### src/rtl/cau_pkg.sv
// Shared types and constants of the complex arithmetic unit.
`timescale 1ns / 1ps
`default_nettype none
package cau_pkg;
   localparam int FRAC_BITS = 16;
   localparam int DATA_W    = 32;
   localparam int PROD_W    = 2 * DATA_W;
   localparam int QUOT_W    = DATA_W + 1;
   localparam int NUM_W     = PROD_W + FRAC_BITS;
   localparam int CMP_W     = PROD_W + QUOT_W;
   localparam int DIV_STEPS = QUOT_W;

   typedef enum logic [1:0] {
      ACT_ADD = 2'd0,
      ACT_SUB = 2'd1,
      ACT_MUL = 2'd2,
      ACT_DIV = 2'd3
   } action_type;

   typedef enum logic [1:0] {
      ST_OK  = 2'd0,
      ST_DBZ = 2'd1,
      ST_SAT = 2'd2
   } status_type;

   typedef struct packed {
      logic              is_div;
      logic              dbz;
      logic              neg_re;
      logic              neg_im;
      logic              ovf_re;
      logic              ovf_im;
      logic [PROD_W-1:0] mag_re;
      logic [PROD_W-1:0] mag_im;
      logic [PROD_W-1:0] den;
      logic [PROD_W-1:0] rem_re;
      logic [PROD_W-1:0] rem_im;
      logic [QUOT_W-1:0] num_re;
      logic [QUOT_W-1:0] num_im;
      logic [QUOT_W-1:0] q_re;
      logic [QUOT_W-1:0] q_im;
   } work_type;
endpackage
`default_nettype wire

### src/rtl/cau_div_step.sv
// One restoring division step for both result parts.
`timescale 1ns / 1ps
`default_nettype none
module cau_div_step
   import cau_pkg::*;
(
   input  wire logic     clock,
   input  wire logic     reset,
   input  wire logic     in_valid,
   output logic          in_ready,
   input  wire work_type in_data,
   output logic          out_valid,
   input  wire logic     out_ready,
   output work_type      out_data
);
   logic              valid_ff;
   work_type          data_ff;
   work_type          data_in;
   logic [PROD_W:0]   r_re, r_im, d_re, d_im;
   logic              ge_re, ge_im;

   assign in_ready = !valid_ff || out_ready;

   always_comb begin
      data_in = in_data;
      r_re  = {in_data.rem_re, in_data.num_re[QUOT_W-1]};
      r_im  = {in_data.rem_im, in_data.num_im[QUOT_W-1]};
      d_re  = r_re - {1'b0, in_data.den};
      d_im  = r_im - {1'b0, in_data.den};
      ge_re = r_re >= {1'b0, in_data.den};
      ge_im = r_im >= {1'b0, in_data.den};
      data_in.rem_re = ge_re ? d_re[PROD_W-1:0] : r_re[PROD_W-1:0];
      data_in.rem_im = ge_im ? d_im[PROD_W-1:0] : r_im[PROD_W-1:0];
      data_in.q_re   = {in_data.q_re[QUOT_W-2:0], ge_re};
      data_in.q_im   = {in_data.q_im[QUOT_W-2:0], ge_im};
      data_in.num_re = in_data.num_re << 1;
      data_in.num_im = in_data.num_im << 1;
   end

   always_ff @(posedge clock) begin
      if (reset) begin
         valid_ff <= 1'b0;
      end else if (in_ready) begin
         valid_ff <= in_valid;
      end
      if (in_ready && in_valid) begin
         data_ff <= data_in;
      end
   end

   assign out_valid = valid_ff;
   assign out_data  = data_ff;
endmodule
`default_nettype wire

### config.mk
export PLATFORM = sky130hd
export DESIGN_NAME = cau_div_step
export DESIGN_NICKNAME = d
export VERILOG_FILES = /design/src/rtl/cau_pkg.sv /design/src/rtl/cau_div_step.sv
export SDC_FILE = /design/constraint.sdc
export NUM_CORES = 1
export LEC_CHECK = 0
export BUFFER_PORTS_ARGS = -buffer_cell sky130_fd_sc_hd__buf_2
export CAP_MARGIN = 25
export CORE_AREA = 2 2 359 361
export DETAILED_ROUTE_END_ITERATION = 6
export DIE_AREA = 0 0 361 363
export GPL_ROUTABILITY_DRIVEN = 0
export PLACE_DENSITY = 0.36
export RECOVER_POWER = 50
export SLEW_MARGIN = 20
export SYNTH_ARGS = -nofsm -noshare
export SYNTH_HDL_FRONTEND = slang
export SYNTH_SLANG_ARGS = --single-unit
### constraint.sdc
create_clock -name clock -period 16.5 [get_ports clock]
set_input_delay 0 -clock clock [delete_from_list [all_inputs] [get_ports clock]]
set_output_delay 0 -clock clock [all_outputs]
set_load 0.02 [all_outputs]
==> impl_metrics.yaml <==
routing:
  ant_nets: 0
  drt-initial-drc-count: 1361
  drc: 0
  firstDrtPassIters: 6
  wirelength_um: 123000
  wl_per_cell_um: 23.9
  num_vias: 21678
  via_per_inst: 4.21
final_layout:
  final_area_mm2: 0.0372
  final_nets: 4022
  drive_above_1_share: 0.193
  syn2layout_area_growth_pct: 58.5
  fillerInstances: 13556
yosys:
  synth_simple_gate_area_frac: 0.0885
  synthXorXnorAreaFrac: 0.0425
  synthMuxAreaShare: 0.0419
  ys_seq_elements: 457
  synth_cell_type_count: 81
  ys_warn_count: 0
  syn-cell-area_mm2: 0.0235
  async_reset_ff_frac: 0
  synth_compound_area_frac: 0.139
  yosysSeqAreaShare: 0.584
  ys_top_cells_by_area: "edfxtp_1, ha_1, mux2_4, a21oi_1, o21ai_0"
  synth_top_family_by_area: "compound AO/OA/AOI/OAI gates"
  ys.flop_type: "edfxtp_1"
  postSynthAreaPerCell_um2: 12.2
  netlist.area_leader.share: 0.583
  yosysTopAreaCell: "edfxtp_1"
  yosys.area_share.adder: 0.0699
  netlist_instances: 1925
  synth_edf_count: 456
worst_setup_path:
  worstPathRequired_ps: 16910
  cp-startpoint: "in_data[261]"
  critical_path_arrival_ps: 4970
  start_kind: "primary input"
  worst-path-max-fanout: 63
  critPathKind: "primary input to register"
  reg2reg_from: "out_valid"
  endpoint_kind: "register"
clocking:
  cts_sinks: 457
  hold_buffers: 584
  cts_setup_buffers: 0
  cts_buffer_depth: 3
  worstSkewPairLatency_ps: 700
  cts_resized: 0
  root_buffer: "clkbuf_16"
  cts_tree: "built"
  path_clk_slew_ps: 70
  numCtsBuffers: 60
  htreeDepth: 2
grt:
  grt_max_degree: 139
  antenna_found_initial: 30
  grt_pass1_wl_um: 167000
  grt_usage: 0.180
  grt.overflow.total: 0
  grt_pass1_vias: 21998
hold_path:
  holdCritStartpoint: "in_data[107]"
  hp-class: "primary input to register"
power_and_ir_drop:
  p_sw_mw: 1.15
  p_int_mw: 2.56
  p_leak_nw: 14.7
  ir_drop_v: 0.0000733
  pwr-share-seq: 0.385
  power_frac_comb: 0.246
  switching_share: 0.309
  p_per_area_mw_per_mm2: 99.6
  pwr-share-clk: 0.369
die:
  io_pins: 922
  core-area_mm2: 0.127
  initial_core_util: 0.185
  die_area_mm2: 0.131
  num_rows: 131
  die_y_um: 363
  die_w_um: 361
timing:
  finalCritPeriodShare: 0.277
  relSlewSlack: 0.313
  fmax_ghz: 0.219
  slew_violations: 0
  grt_setup_unrepaired: "no"
  hold_ws_ps: 58.8
  fin_crit_ps: 4570
  clock-skew-final_ps: 44.2
  setup_viol_count_final: 0
  setup_tns_ps: 0
  setup_slack_ps: 11930
  hold_violations: 0
  tightest_slew_ps: 1000
placed_design:
  portBuffers: 917
  dpl_cell_area_mm2: 0.0299
  dpl.hpwl_um: 100000
  preCtsSetupSlack_ps: 11760
flow_run:
  drv_cap: 0
status:
  outcome: "complete, no violations"
==> per-stage QoR <==
step	total power, mW	cells	util
after floorplan	1.97	1926	-
after global placement	2.28	4446	0.235
after detailed placement	2.27	4446	0.235
after CTS	3.80	5142	0.297
after global routing	3.88	5147	0.293
final	3.71	5155	0.293
==> final cells by class <==
type,count,area [µm²],share of cell area
Timing Repair Buffer,1513,10000,0.269
Sequential cell,457,13700,0.368
Tap cell,1662,2080,0.0558
Inverter,112,428,0.0115
Multi-Input combinational cell,1286,8980,0.241
Clock inverter,39,434,0.0117
Antenna cell,13,32.5,0.000874
Clock buffer,73,1570,0.0422
==> critical path, cell delays in order <==
cell and delay (ps):
dlygate4sd3_1 540, clkbuf_1 290, inv_1 110, ha_1 300
and2b_1 190, o21bai_4 80, a311oi_2 440, o21ai_2 120
a211oi_2 560, o211ai_1 220, a2111o_1 570, a21oi_2 360
o31ai_4 180, inv_8 500, mux2_4 350
==> metal layers <==
metal  up-vias  GRT usage  wire length (µm)
li1      10273          -                 -
met1     10506      0.200             47100
met2       719      0.327             62900
met3       158     0.0423              7750
met4        22     0.0725              5290
met5         -          0               125
==> layout by cell type (no fill, tap or decap), types with 13 or more instances in the layout <==
master	n
nor2_1	91
mux2_4	59
nor3_1	29
inv_1	111
xnor2_1	76
o21ai_0	150
nand3_1	20
a21oi_1	171
o21a_1	14
buf_2	481
a21o_1	44
nand2_1	183
edfxtp_1	456
o21bai_1	38
a211oi_1	13
nand4_1	44
clkbuf_16	61
dlygate4sd3_1	584
diode_2	13
ha_1	128
xor2_1	38
clkbuf_1	445
==> cell families (layout without fill, tap and decap cells) <==
kind of cell | after synthesis | in the layout
adder cells (fa/ha/maj) | 130 | 130
flip-flops | 457 | 457
buffers and inverters | 183 | 1737
other | 1 | 15
AND/OR/NAND/NOR | 446 | 446
XOR/XNOR | 114 | 114
AO/OA/AOI/OAI | 526 | 526
multiplexers | 68 | 68
==> power groups by stage <==
stage / combinational, mW / clock [mW] / sequential, mW
2_1_floorplan: 0.374 / 0 / 1.60
3_3_place_gp: 0.828 / 0 / 1.45
3_5_place_dp: 0.825 / 0 / 1.45
4_1_cts: 0.950 / 1.42 / 1.43
5_1_grt: 0.985 / 1.46 / 1.44
6_report: 0.913 / 1.37 / 1.43
==> state kept, by name, indices dropped and copies added, names as in the netlist <==
signal and cells:
out_data 456, out_valid 1
==> path summary, 6_finish.rpt <==
| check | to | slack, ps | cells after the start |
|---|---|---|---|
| worst max register to register | out_data[133] | 13140 | 4 |
| worst min-delay path | out_data[108] | 60 | 2 |
| worst min register to register | out_valid | 1140 | 3 |
| worst max-delay path | out_data[163] | 11930 | 15 |
==> synth_stat cells (10+ instances only) <==
cell	n
a211oi_1	13
a21o_1	44
a21oi_1	171
a31oi_1	10
buf_2	10
clkbuf_1	51
edfxtp_1	456
ha_1	128
inv_1	111
mux2_4	59
nand2_1	183
nand2b_1	11
nand3_1	20
nand4_1	44
nor2_1	91
nor2b_1	10
nor3_1	29
o211ai_1	12
o21a_1	14
o21ai_0	150
o21bai_1	38
xnor2_1	76
xor2_1	38
(Power assumes the default switching activity.)
