### config.mk
export PLATFORM = sky130hd
export DESIGN_NAME = cau_pack
export DESIGN_NICKNAME = d
export VERILOG_FILES = /design/src/rtl/cau_pkg.sv /design/src/rtl/cau_pack.sv
export SDC_FILE = /design/constraint.sdc
export NUM_CORES = 1
export LEC_CHECK = 0
export ABC_AREA = 0
export BUFFER_PORTS_ARGS = -buffer_cell sky130_fd_sc_hd__buf_4
export CAP_MARGIN = 20
export CORE_AREA = 5 5 203 205
export CTS_BUF_LIST = sky130_fd_sc_hd__clkbuf_8
export CTS_CLUSTER_SIZE = 8
export DETAILED_ROUTE_END_ITERATION = 10
export DIE_AREA = 0 0 208 210
export GPL_TIMING_DRIVEN = 0
export PLACE_DENSITY = 0.36
export SYNTH_ARGS = -nofsm -noshare
export SYNTH_HDL_FRONTEND = slang
export SYNTH_SLANG_ARGS = --single-unit
### constraint.sdc
create_clock -name clock -period 8.6 [get_ports clock]
set_clock_uncertainty 0.1 [all_clocks]
set_input_delay 2.15 -clock clock [delete_from_list [all_inputs] [get_ports clock]]
set_output_delay 2.15 -clock clock [all_outputs]
set_load 0.02 [all_outputs]
### src/rtl/cau_pkg.sv
// Shared types and constants of the complex arithmetic unit.
`timescale 1ns / 1ps
`default_nettype none
package cau_pkg;
   localparam int FRAC_BITS = 16;
   localparam int DATA_W    = 32;
   localparam int PROD_W    = 2 * DATA_W;
   localparam int QUOT_W    = DATA_W + 1;
   localparam int NUM_W     = PROD_W + FRAC_BITS;
   localparam int CMP_W     = PROD_W + QUOT_W;
   localparam int DIV_STEPS = QUOT_W;

   typedef enum logic [1:0] {
      ACT_ADD = 2'd0,
      ACT_SUB = 2'd1,
      ACT_MUL = 2'd2,
      ACT_DIV = 2'd3
   } action_type;

   typedef enum logic [1:0] {
      ST_OK  = 2'd0,
      ST_DBZ = 2'd1,
      ST_SAT = 2'd2
   } status_type;

   typedef struct packed {
      logic              is_div;
      logic              dbz;
      logic              neg_re;
      logic              neg_im;
      logic              ovf_re;
      logic              ovf_im;
      logic [PROD_W-1:0] mag_re;
      logic [PROD_W-1:0] mag_im;
      logic [PROD_W-1:0] den;
      logic [PROD_W-1:0] rem_re;
      logic [PROD_W-1:0] rem_im;
      logic [QUOT_W-1:0] num_re;
      logic [QUOT_W-1:0] num_im;
      logic [QUOT_W-1:0] q_re;
      logic [QUOT_W-1:0] q_im;
   } work_type;
endpackage
`default_nettype wire

### src/rtl/cau_pack.sv
// Result stage: saturation, status and the output register.
`timescale 1ns / 1ps
`default_nettype none
module cau_pack
   import cau_pkg::*;
(
   input  wire logic               clock,
   input  wire logic               reset,
   input  wire logic               in_valid,
   output logic                    in_ready,
   input  wire work_type           in_data,
   output logic                    out_valid,
   input  wire logic               out_stall,
   output logic signed [DATA_W-1:0] out_re,
   output logic signed [DATA_W-1:0] out_im,
   output logic [1:0]              out_status
);
   localparam logic [PROD_W-1:0] POS_MAX = PROD_W'({1'b0, {(DATA_W-1){1'b1}}});
   localparam logic [PROD_W-1:0] NEG_MAX = PROD_W'({1'b1, {(DATA_W-1){1'b0}}});
   localparam logic [PROD_W-1:0] Q_CLAMP = PROD_W'(1) << DATA_W;

   logic              valid_ff;
   logic [DATA_W-1:0] re_ff, im_ff;
   status_type        status_ff;
   logic [PROD_W-1:0] m_re, m_im;
   logic [DATA_W-1:0] re_in, im_in;
   logic              sat_re, sat_im;
   status_type        status_in;

   function automatic logic [DATA_W:0] sat_pack(input logic neg, input logic [PROD_W-1:0] mag);
      logic [DATA_W-1:0] neg_val;
      neg_val = -mag[DATA_W-1:0];
      if (!neg) begin
         sat_pack = (mag > POS_MAX) ? {1'b1, POS_MAX[DATA_W-1:0]} : {1'b0, mag[DATA_W-1:0]};
      end else begin
         sat_pack = (mag > NEG_MAX) ? {1'b1, NEG_MAX[DATA_W-1:0]} : {1'b0, neg_val};
      end
   endfunction

   assign in_ready = !valid_ff || !out_stall;

   always_comb begin
      if (in_data.is_div) begin
         m_re = in_data.ovf_re ? Q_CLAMP : PROD_W'(in_data.q_re);
         m_im = in_data.ovf_im ? Q_CLAMP : PROD_W'(in_data.q_im);
      end else begin
         m_re = in_data.mag_re;
         m_im = in_data.mag_im;
      end
      {sat_re, re_in} = sat_pack(in_data.neg_re, m_re);
      {sat_im, im_in} = sat_pack(in_data.neg_im, m_im);
      status_in = (sat_re || sat_im) ? ST_SAT : ST_OK;
      if (in_data.is_div && in_data.dbz) begin
         re_in     = '0;
         im_in     = '0;
         status_in = ST_DBZ;
      end
   end

   always_ff @(posedge clock) begin
      if (reset) begin
         valid_ff <= 1'b0;
      end else if (in_ready) begin
         valid_ff <= in_valid;
      end
      if (in_ready && in_valid) begin
         re_ff     <= re_in;
         im_ff     <= im_in;
         status_ff <= status_in;
      end
   end

   assign out_valid  = valid_ff;
   assign out_re     = re_ff;
   assign out_im     = im_ff;
   assign out_status = status_ff;
endmodule
`default_nettype wire

==> metrics.cfg, run 1 <==
[status]
status=finished clean

[cells_and_area]
sequential_cell_area_mm2=0.00200
multiInputGateArea_mm2=0.00376
drive_above_1_share_pct=33.5
n_fill_cell=4426
mostFrequentLayoutCell=sky130_fd_sc_hd__buf_4
design.final.nets=1466
final_cell_mix=273 x sky130_fd_sc_hd__buf_4, 92 x sky130_fd_sc_hd__nor2_1, 66 x sky130_fd_sc_hd__edfxtp_1
layout-area-overhead-vs-synth_pct=48.1

[power]
worst_ir_drop_vdd_v=0.0000512
power.density_cell_area_mw_per_mm2=126
total_leakage_power_nw=3.57

[placed_design]
place.port_buffers=269
gp_congestion=0.875
dp_hpwl_um=30600

[routing]
drt_drc_violations_left=0
wl_um=37900
ant_nets=0
wl_per_cell_um=24.7
first_iter_violations=661
drt_first_pass_iters=5
vias_per_cell=4.81
vias=7379

[worst_setup_path]
timing.setup.critical_path_class=in2reg
critPathArrivalTime_ps=7450
setup.worst_path.end_class=flip-flop
crit_path_max_fanout=10
crit_required_ps=8610
timing.critical_path.from_type=primary input

[synth]
synth.yosys.warnings=0
synth_top_area_share_pct=32.7
postSynthAreaPerCell_um2=8.41
synthDominantAreaCellType=sky130_fd_sc_hd__edfxtp_1
synth.top_cells.by_area=sky130_fd_sc_hd__edfxtp_1 33%, sky130_fd_sc_hd__a22oi_1 6.4%, sky130_fd_sc_hd__nor2_1 5.7%
yosysUniqueCellTypes=78
ys_seq_area_share_pct=33.0
post_synth_inst_count=721
synth_enable_flop_cells=66
synth_async_sr_flop_share_pct=0
dominant_register_cell_in_the_synthesized_netlist=sky130_fd_sc_hd__edfxtp_1
postSynthRegisterBits=67
synth_fp_nets=1185
post_synth_instance_area_mm2=0.00606

[global_routing]
number_of_global_route_vias_before_repair=7266
grt_pass1_wl_um=53100
pin_count_of_the_biggest_net_entering_global_routing=52
overflow=0
grt_usage_pct=16.5
grt_antenna_before_repair=0

[sta]
timing.final.max_slew_violations=0
fmax_ghz=0.134
number_of_hold_violations_in_the_final_report=0
sum_neg_setup_slack_ps=0
finalHoldWorstSlack_ps=426
post-route-min-period_ps=7440
finalSetupViolCount=0
grt_setup_unrepaired=no
period_share_pct=86.5
timing.max_slew.rel_slack_pct=33.4
tightestPinTransition_ps=999

[floorplanning]
die-area_mm2=0.0437
placement_rows=73
design.core.area_mm2=0.0393
top_level_ports=530
start_util_pct=15.4
dieHeight_um=210
die_width_um=208

[cts]
clkSinkCount=67
clock_insertion_delay_worst_skew_ps=380
cts_max_path_buffers=2
tritoncts=built
cts_buffers=9
cts.htree.levels=3
cts.repair.resized=0
holdBufCountCts=0
clkSlewWorstSetupHoldPaths_ps=90
clock_tree.root_cell=sky130_fd_sc_hd__clkbuf_8
cts.repair_timing.setup_buffer_count=0

[job]
max_capacitance_violation_count=0

[worst_hold_path]
min-delay-path-class=reg2reg

## final timing paths
path	from	end	slack (ps)	depth (start not counted)
max	in_data[457]	out_re[30]$_SDFFCE_PP0P_	1160	14
min	out_valid$_SDFFE_PP0N_	out_valid$_SDFFE_PP0N_	430	2
max reg2reg	out_valid$_SDFFE_PP0N_	out_re[6]$_SDFFCE_PP0P_	7060	3
min reg2reg	out_valid$_SDFFE_PP0N_	out_valid$_SDFFE_PP0N_	430	2
## routing by layer
metal | track usage (%) | wire length (um)
met2 | 22.8 | 14900
met4 | 3.58 | 552
met3 | 4.05 | 3230
met5 | 0 | 0
met1 | 25.6 | 19200
## cell type report
class	count	share of cell area, %
inverter	10	0.418
clock inverter	7	0.947
buffer	54	2.95
sequential	67	22.3
clock buffer	9	1.38
timing repair buffer	270	22.8
tap	525	7.31
multi-input combinational	590	41.9
antenna	1	0.0279
## cells in the mapped netlist, drive strengths merged (8+ instances only)
library cell / number
mux2i: 20
a22oi: 53
o311a: 8
nand3: 17
and2: 8
clkbuf: 26
xnor2: 8
a21oi: 55
buf: 28
nor2: 92
nand2b: 11
inv: 9
a22o: 8
or3: 9
nand2: 66
a31oi: 31
o22ai: 16
o211ai: 11
nor4: 25
o21ai: 14
nand4: 10
edfxtp: 66
nor3: 32
## worst max-delay path, stage by stage
cell and delay, ps:
sky130_fd_sc_hd__buf_4 160, sky130_fd_sc_hd__inv_1 290, sky130_fd_sc_hd__buf_2 350, sky130_fd_sc_hd__buf_2 310, sky130_fd_sc_hd__clkbuf_1 450, sky130_fd_sc_hd__clkbuf_1 500
sky130_fd_sc_hd__a22oi_1 620, sky130_fd_sc_hd__ha_1 290, sky130_fd_sc_hd__nand3_1 210, sky130_fd_sc_hd__nor4b_4 470, sky130_fd_sc_hd__nand2_2 230, sky130_fd_sc_hd__o31ai_4 640
sky130_fd_sc_hd__a21oi_2 190, sky130_fd_sc_hd__nor4bb_1 550
## report_power, final
group	leakage, nW	internal [mW]	total [mW]	switching [mW]
combinational	2.80	0.167	0.417	0.251
sequential	0.661	0.389	0.397	0.00773
clock	0.113	0.161	0.319	0.158
## through the flow
stage | power [mW] | util [%] | setup WS [ps] | instance area [um^2] | instances
3_3_place_gp | 0.822 | 22.3 | 807 | 8740 | 1515
5_1_grt | 1.19 | 22.9 | 965 | 8980 | 1532
6_report | 1.13 | 22.9 | 1160 | 8980 | 1533
4_1_cts | 1.15 | 22.9 | 1250 | 8980 | 1532
2_1_floorplan | 0.606 | - | 3110 | 6060 | 721
3_5_place_dp | 0.821 | 22.3 | 830 | 8770 | 1516
## sequential cells by signal, summed over array words and instances (netlist names)
name,cells
out_valid,1
out_im,32
out_re,32
out_status,2
## cell families after synthesis
group,share of synthesized area [%]
adder cells (fa/ha/maj),0.413
AND/OR/NAND/NOR,26.4
buffers and inverters,4.99
multiplexers,3.30
flip-flops,33.0
AO/OA/AOI/OAI,30.3
XOR/XNOR,1.59
Power figures use the tool's default switching activity.
==> inputs of run 2 (changes only) <==
--- a/config.mk
+++ b/config.mk
@@ -8,13 +8,12 @@
 export ABC_AREA = 0
 export BUFFER_PORTS_ARGS = -buffer_cell sky130_fd_sc_hd__buf_4
 export CAP_MARGIN = 20
-export CORE_AREA = 5 5 203 205
-export CTS_BUF_LIST = sky130_fd_sc_hd__clkbuf_8
+export CORE_AREA = 5 5 205 207
 export CTS_CLUSTER_SIZE = 8
 export DETAILED_ROUTE_END_ITERATION = 10
-export DIE_AREA = 0 0 208 210
+export DIE_AREA = 0 0 210 212
 export GPL_TIMING_DRIVEN = 0
-export PLACE_DENSITY = 0.36
+export PLACE_DENSITY = 0.35
 export SYNTH_ARGS = -nofsm -noshare
 export SYNTH_HDL_FRONTEND = slang
 export SYNTH_SLANG_ARGS = --single-unit
==> metrics.cfg, run 2 (synthesis results as in run 1) <==
[worst_setup_path]
r2r_start=out_valid$_SDFFE_PP0N_  ; unchanged
cp_slowest_stage_delay_ps=660  ; was 640 ps
timing.setup.critical_path_class=in2reg  ; unchanged
crit_required_ps=8580  ; was 8610 ps
timing.critical_path.from_type=primary input  ; unchanged
cp_cell_sequence=buf_4 > inv_1 > buf_2 > buf_2 > clkbuf_1 > clkbuf_1 > a22oi_1 > ha_1 > nand3_1 > nor4b_4 > nand2_2 > o31ai_4 > a21oi_2 > nor4b_1  ; was buf_4 > inv_1 > buf_2 > buf_2 > clkbuf_1 > clkbuf_1 > a22oi_1 > ha_1 > nand3_1 > nor4b_4 > nand2_2 > o31ai_4 > a21oi_2 > nor4bb_1
timing.critical_path.from=in_data[457]  ; unchanged
flop_to_flop_setup_slack_ps=7060  ; about the same
slowest_stage=sky130_fd_sc_hd__o31ai_4  ; unchanged
setup.worst_path.end_class=flip-flop  ; unchanged
rr_worst_depth=3  ; unchanged
critPathArrivalTime_ps=7380  ; was 7450 ps
worst_r2r_endpoint=out_re[12]$_SDFFCE_PP0P_  ; was out_re[6]$_SDFFCE_PP0P_
crit_path_max_fanout=10  ; unchanged

[cts]
cts.repair_timing.setup_buffer_count=0  ; unchanged
clock_tree.root_cell=sky130_fd_sc_hd__clkbuf_16  ; was sky130_fd_sc_hd__clkbuf_8
cts_buffers=9  ; unchanged
holdBufCountCts=0  ; unchanged
cts.htree.levels=3  ; unchanged
tritoncts=built  ; unchanged
clkSlewWorstSetupHoldPaths_ps=60  ; was 90 ps
cts_max_path_buffers=2  ; unchanged
clock_insertion_delay_worst_skew_ps=360  ; was 380 ps
clkSinkCount=67  ; unchanged
cts.repair.resized=0  ; unchanged

[power]
total_leakage_power_nw=3.61  ; was 3.57 nW
worst_ir_drop_vdd_v=0.0000869  ; was 0.0000512 V
power.density_cell_area_mw_per_mm2=137  ; was 126 mW/mm^2

[routing]
wl_per_cell_um=24.8  ; was 24.7 um
ant_nets=0  ; unchanged
drt_drc_violations_left=0  ; unchanged
vias=7331  ; was 7379
vias_per_cell=4.76  ; was 4.81
first_iter_violations=600  ; was 661
wl_um=38100  ; was 37900 um
drt_first_pass_iters=5  ; unchanged

[floorplanning]
die-area_mm2=0.0445  ; was 0.0437 mm^2
top_level_ports=530  ; unchanged
placement_rows=74  ; was 73
design.core.area_mm2=0.0402  ; was 0.0393 mm^2
start_util_pct=15.1  ; was 15.4%
dieHeight_um=212  ; was 210 um
die_width_um=210  ; was 208 um

[global_routing]
number_of_global_route_vias_before_repair=7409  ; was 7266
grt_usage_pct=16.6  ; was 16.5%
grt_pass1_wl_um=53700  ; was 53100 um
grt_antenna_before_repair=2  ; was 0
overflow=0  ; unchanged
pin_count_of_the_biggest_net_entering_global_routing=48  ; was 52

[worst_hold_path]
hold_start=out_valid$_SDFFE_PP0N_  ; unchanged
holdPathEnd=out_valid$_SDFFE_PP0N_  ; unchanged
min-delay-path-class=reg2reg  ; unchanged
count_of_cells_along_the_worst_hold_path=2  ; unchanged

[cells_and_area]
layoutNonFillerInstCount=1539  ; was 1533
final_cell_mix=273 x sky130_fd_sc_hd__buf_4, 92 x sky130_fd_sc_hd__nor2_1, 66 x sky130_fd_sc_hd__edfxtp_1  ; unchanged
layout-area-overhead-vs-synth_pct=50.0  ; was 48.1%
drive_above_1_share_pct=33.6  ; was 33.5%
design.final.nets=1466  ; unchanged
n_fill_cell=4484  ; was 4426
antenna_cells=0  ; was 1
mostFrequentLayoutCell=sky130_fd_sc_hd__buf_4  ; unchanged

[sta]
sum_neg_setup_slack_ps=0  ; unchanged
timing.final.max_slew_violations=0  ; unchanged
grt_setup_unrepaired=no  ; unchanged
fmax_ghz=0.135  ; was 0.134 GHz
timing.max_slew.rel_slack_pct=31.4  ; was 33.4%
number_of_hold_violations_in_the_final_report=0  ; unchanged
post-route-min-period_ps=7400  ; was 7440 ps
finalSetupViolCount=0  ; unchanged
tightestPinTransition_ps=1020  ; was 999 ps
period_share_pct=86.0  ; was 86.5%

[job]
max_capacitance_violation_count=0  ; unchanged

[status]
status=finished clean  ; unchanged

[placed_design]
place.port_buffers=269  ; unchanged
dp.cells=1523  ; was 1516
dp_hpwl_um=30900  ; was 30600 um
gp_congestion=0.858  ; was 0.875

## run 2: cell count changes in the layout (fill, tap and decap cells not counted), sizes merged
cell      before  now
clkinv         4    5
clkinvlp       0    1
diode          1    0
inv           11    9
## run 2: where the power goes
part	internal, mW	total [mW]	switching [mW]	leakage [nW]
registers	0.390	0.400	0.00972	0.661
clock network	0.253	0.428	0.174	0.151
logic	0.166	0.415	0.249	2.80
total	0.810	1.24	0.433	3.61
## run 2: worst max path at each step
stage,endpoint,slack (ps),cells after the start
floorplan,out_im[19]$_SDFFCE_PP0P_,3110,16
global placement,out_re[21]$_SDFFCE_PP0P_,850,15
detailed placement,out_re[21]$_SDFFCE_PP0P_,930,15
CTS,out_re[21]$_SDFFCE_PP0P_,1310,15
global route,out_re[22]$_SDFFCE_PP0P_,1010,15
finish,out_re[28]$_SDFFCE_PP0P_,1200,14
## run 2: layout make-up
cell class,instances,area (um^2),share of cell area (%)
Buffer,54,265,2.92
Clock inverter,7,92.6,1.02
Sequential cell,67,2000,22.0
Tap cell,532,666,7.32
Timing Repair Buffer,270,2050,22.5
Clock buffer,9,225,2.48
Inverter,10,37.5,0.413
Multi-Input combinational cell,590,3760,41.3
## run 2: metrics by stage
stage / area (um^2) / power, mW / worst slack [ps] / hold slack, ps / util, %
2_1_floorplan: 6060 / 0.606 / 3110 / 489 / -
3_3_place_gp: 8750 / 0.822 / 846 / 402 / 21.8
3_5_place_dp: 8780 / 0.822 / 932 / 406 / 21.8
4_1_cts: 9100 / 1.26 / 1310 / 419 / 22.6
5_1_grt: 9100 / 1.30 / 1010 / 477 / 22.6
6_report: 9100 / 1.24 / 1200 / 413 / 22.6
## run 2: worst max-delay path, delay by kind of cell
family          cells  cell delay, ps
fa+ha+maj           1             310
simple gates        4            1400
compound gates      3            1450
buf+inv             6            2040
## run 2: layer usage
layer | wire length, um | GRT usage [%] | share of wire, %
met3 | 3280 | 4.91 | 8.6
met1 | 19600 | 25.7 | 51
met2 | 14600 | 22.1 | 38
met4 | 662 | 4.41 | 1.7
met5 | 27 | 0 | 0.071
==> inputs of run 3 (changes only) <==
--- a/config.mk
+++ b/config.mk
@@ -8,10 +8,10 @@
 export ABC_AREA = 0
 export BUFFER_PORTS_ARGS = -buffer_cell sky130_fd_sc_hd__buf_4
 export CAP_MARGIN = 20
-export CORE_AREA = 5 5 205 207
+export CORE_AREA = 5 5 204 206
 export CTS_CLUSTER_SIZE = 8
 export DETAILED_ROUTE_END_ITERATION = 10
-export DIE_AREA = 0 0 210 212
+export DIE_AREA = 0 0 209 211
 export GPL_TIMING_DRIVEN = 0
 export PLACE_DENSITY = 0.35
 export SYNTH_ARGS = -nofsm -noshare
==> metrics.cfg, run 3 (synthesis results as in run 1) <==
[status]
status=finished clean  ; unchanged

[routing]
vias_per_cell=4.80  ; was 4.76
first_iter_violations=646  ; was 600
wl_um=38200  ; was 38100 um
ant_nets=0  ; unchanged
vias=7352  ; was 7331
drt_drc_violations_left=0  ; unchanged
drt_first_pass_iters=5  ; unchanged
wl_per_cell_um=24.9  ; was 24.8 um

[floorplanning]
die-area_mm2=0.0441  ; was 0.0445 mm^2
start_util_pct=15.4  ; was 15.1%
placement_rows=73  ; was 74
dieHeight_um=211  ; was 212 um
die_width_um=209  ; was 210 um
design.core.area_mm2=0.0395  ; was 0.0402 mm^2
top_level_ports=530  ; unchanged

[cells_and_area]
layoutNonFillerInstCount=1532  ; was 1539
final_cell_mix=273 x sky130_fd_sc_hd__buf_4, 92 x sky130_fd_sc_hd__nor2_1, 66 x sky130_fd_sc_hd__edfxtp_1  ; unchanged
multiInputGateArea_mm2=0.00376  ; unchanged
mostFrequentLayoutCell=sky130_fd_sc_hd__buf_4  ; unchanged
design.final.nets=1466  ; unchanged
antenna_cells=0  ; unchanged
n_fill_cell=4451  ; was 4484
sequential_cell_area_mm2=0.00200  ; unchanged
final_design_instance_area_without_fill_mm2=0.00904  ; was 0.00910 mm^2
finalCoreUtilization_pct=22.9  ; was 22.6%
layout-area-overhead-vs-synth_pct=49.1  ; was 50.0%
drive_above_1_share_pct=33.6  ; unchanged

[sta]
post-route-min-period_ps=7520  ; was 7400 ps
sum_neg_setup_slack_ps=0  ; unchanged
timing.final.max_slew_violations=0  ; unchanged
finalHoldWorstSlack_ps=408  ; was 413 ps
period_share_pct=87.5  ; was 86.0%
fmax_ghz=0.133  ; was 0.135 GHz
grt_setup_unrepaired=no  ; unchanged
tightestPinTransition_ps=932  ; was 1020 ps
timing.max_slew.rel_slack_pct=37.8  ; was 31.4%
finalSetupViolCount=0  ; unchanged
number_of_hold_violations_in_the_final_report=0  ; unchanged

[global_routing]
overflow=0  ; unchanged
grt_pass1_wl_um=53600  ; was 53700 um
grt_antenna_before_repair=2  ; unchanged
pin_count_of_the_biggest_net_entering_global_routing=53  ; was 48
number_of_global_route_vias_before_repair=7254  ; was 7409
grt_usage_pct=16.5  ; was 16.6%

[worst_setup_path]
timing.critical_path.from_type=primary input  ; unchanged
crit_path_max_fanout=10  ; unchanged
cp_cell_sequence=buf_4 > inv_1 > buf_2 > buf_2 > clkbuf_1 > clkbuf_1 > a22oi_1 > ha_1 > nand3_1 > nor4b_4 > nand2_2 > o31ai_4 > a21oi_2 > nor4b_1  ; unchanged
critPathArrivalTime_ps=7480  ; was 7380 ps
setup.worst_path.end_class=flip-flop  ; unchanged
timing.setup.critical_path_class=in2reg  ; unchanged
crit_required_ps=8560  ; was 8580 ps
slowest_stage=sky130_fd_sc_hd__o31ai_4  ; unchanged
cp_slowest_stage_delay_ps=630  ; was 660 ps

[cts]
clkSlewWorstSetupHoldPaths_ps=60  ; about the same
holdBufCountCts=0  ; unchanged
cts.repair.resized=0  ; unchanged
cts.repair_timing.setup_buffer_count=0  ; unchanged
tritoncts=built  ; unchanged
cts.htree.levels=3  ; unchanged
cts_max_path_buffers=2  ; unchanged
clock_tree.root_cell=sky130_fd_sc_hd__clkbuf_16  ; unchanged
clock_insertion_delay_worst_skew_ps=340  ; was 360 ps
clkSinkCount=67  ; unchanged
cts_buffers=9  ; unchanged

[placed_design]
dp_hpwl_um=30800  ; was 30900 um
dp.cells=1516  ; was 1523
placed_cell_area_mm2=0.00877  ; was 0.00878 mm^2
place.port_buffers=269  ; unchanged
gp_congestion=0.874  ; was 0.858

[power]
total_leakage_power_nw=3.58  ; was 3.61 nW
power.density_cell_area_mw_per_mm2=131  ; was 137 mW/mm^2
worst_ir_drop_vdd_v=0.0000818  ; was 0.0000869 V

[worst_hold_path]
min-delay-path-class=reg2reg  ; unchanged

[job]
max_capacitance_violation_count=0  ; unchanged

-- run 3: cell count changes in the layout (fill, tap and decap cells not counted), sizes merged --
cell	before	now
bufinv	2	0
clkbuf	35	36
clkinv	5	4
clkinvlp	1	2
inv	9	10
-- run 3: critical path: cells and delay by family --
| kind | cells | cell delay (ps) |
|---|---|---|
| simple gates | 4 | 1490 |
| buf+inv | 6 | 2080 |
| compound gates | 3 | 1430 |
| fa+ha+maj | 1 | 300 |
-- run 3: area by class of cell --
class | instances | area share [%]
clock inverter | 6 | 0.457
multi-input combinational | 590 | 41.6
timing repair buffer | 270 | 22.6
inverter | 10 | 0.415
tap | 525 | 7.27
sequential | 67 | 22.1
clock buffer | 10 | 2.53
buffer | 54 | 2.93
-- run 3: report_power, final --
group	internal [mW]	switching (mW)
logic	0.166	0.248
registers	0.390	0.00898
clock network	0.196	0.173
total	0.752	0.430
-- run 3: metrics by stage --
| stage | setup WS (ps) | power [mW] |
|---|---|---|
| after floorplan | 3110 | 0.606 |
| after global placement | 826 | 0.822 |
| after detailed placement | 850 | 0.821 |
| after CTS | 1200 | 1.20 |
| after global routing | 939 | 1.24 |
| final | 1080 | 1.18 |
-- run 3: per-layer routing --
| metal | vias up | GRT usage [%] | share of wire, % |
|---|---|---|---|
| li1 | 3405 | - | - |
| met1 | 3530 | 25.9 | 51 |
| met2 | 388 | 22.3 | 39 |
| met3 | 25 | 4.26 | 8.7 |
| met4 | 4 | 3.87 | 1.3 |
| met5 | - | 0 | 0.089 |
-- run 3: worst paths after layout --
kind,cells past startpoint,slack [ps],start,endpoint
worst max-delay path,14,1080,in_data[457],out_re[28]$_SDFFCE_PP0P_
worst min-delay path,2,410,out_valid$_SDFFE_PP0N_,out_valid$_SDFFE_PP0N_
worst max register to register,3,7100,out_valid$_SDFFE_PP0N_,out_re[23]$_SDFFCE_PP0P_
worst min register to register,2,410,out_valid$_SDFFE_PP0N_,out_valid$_SDFFE_PP0N_
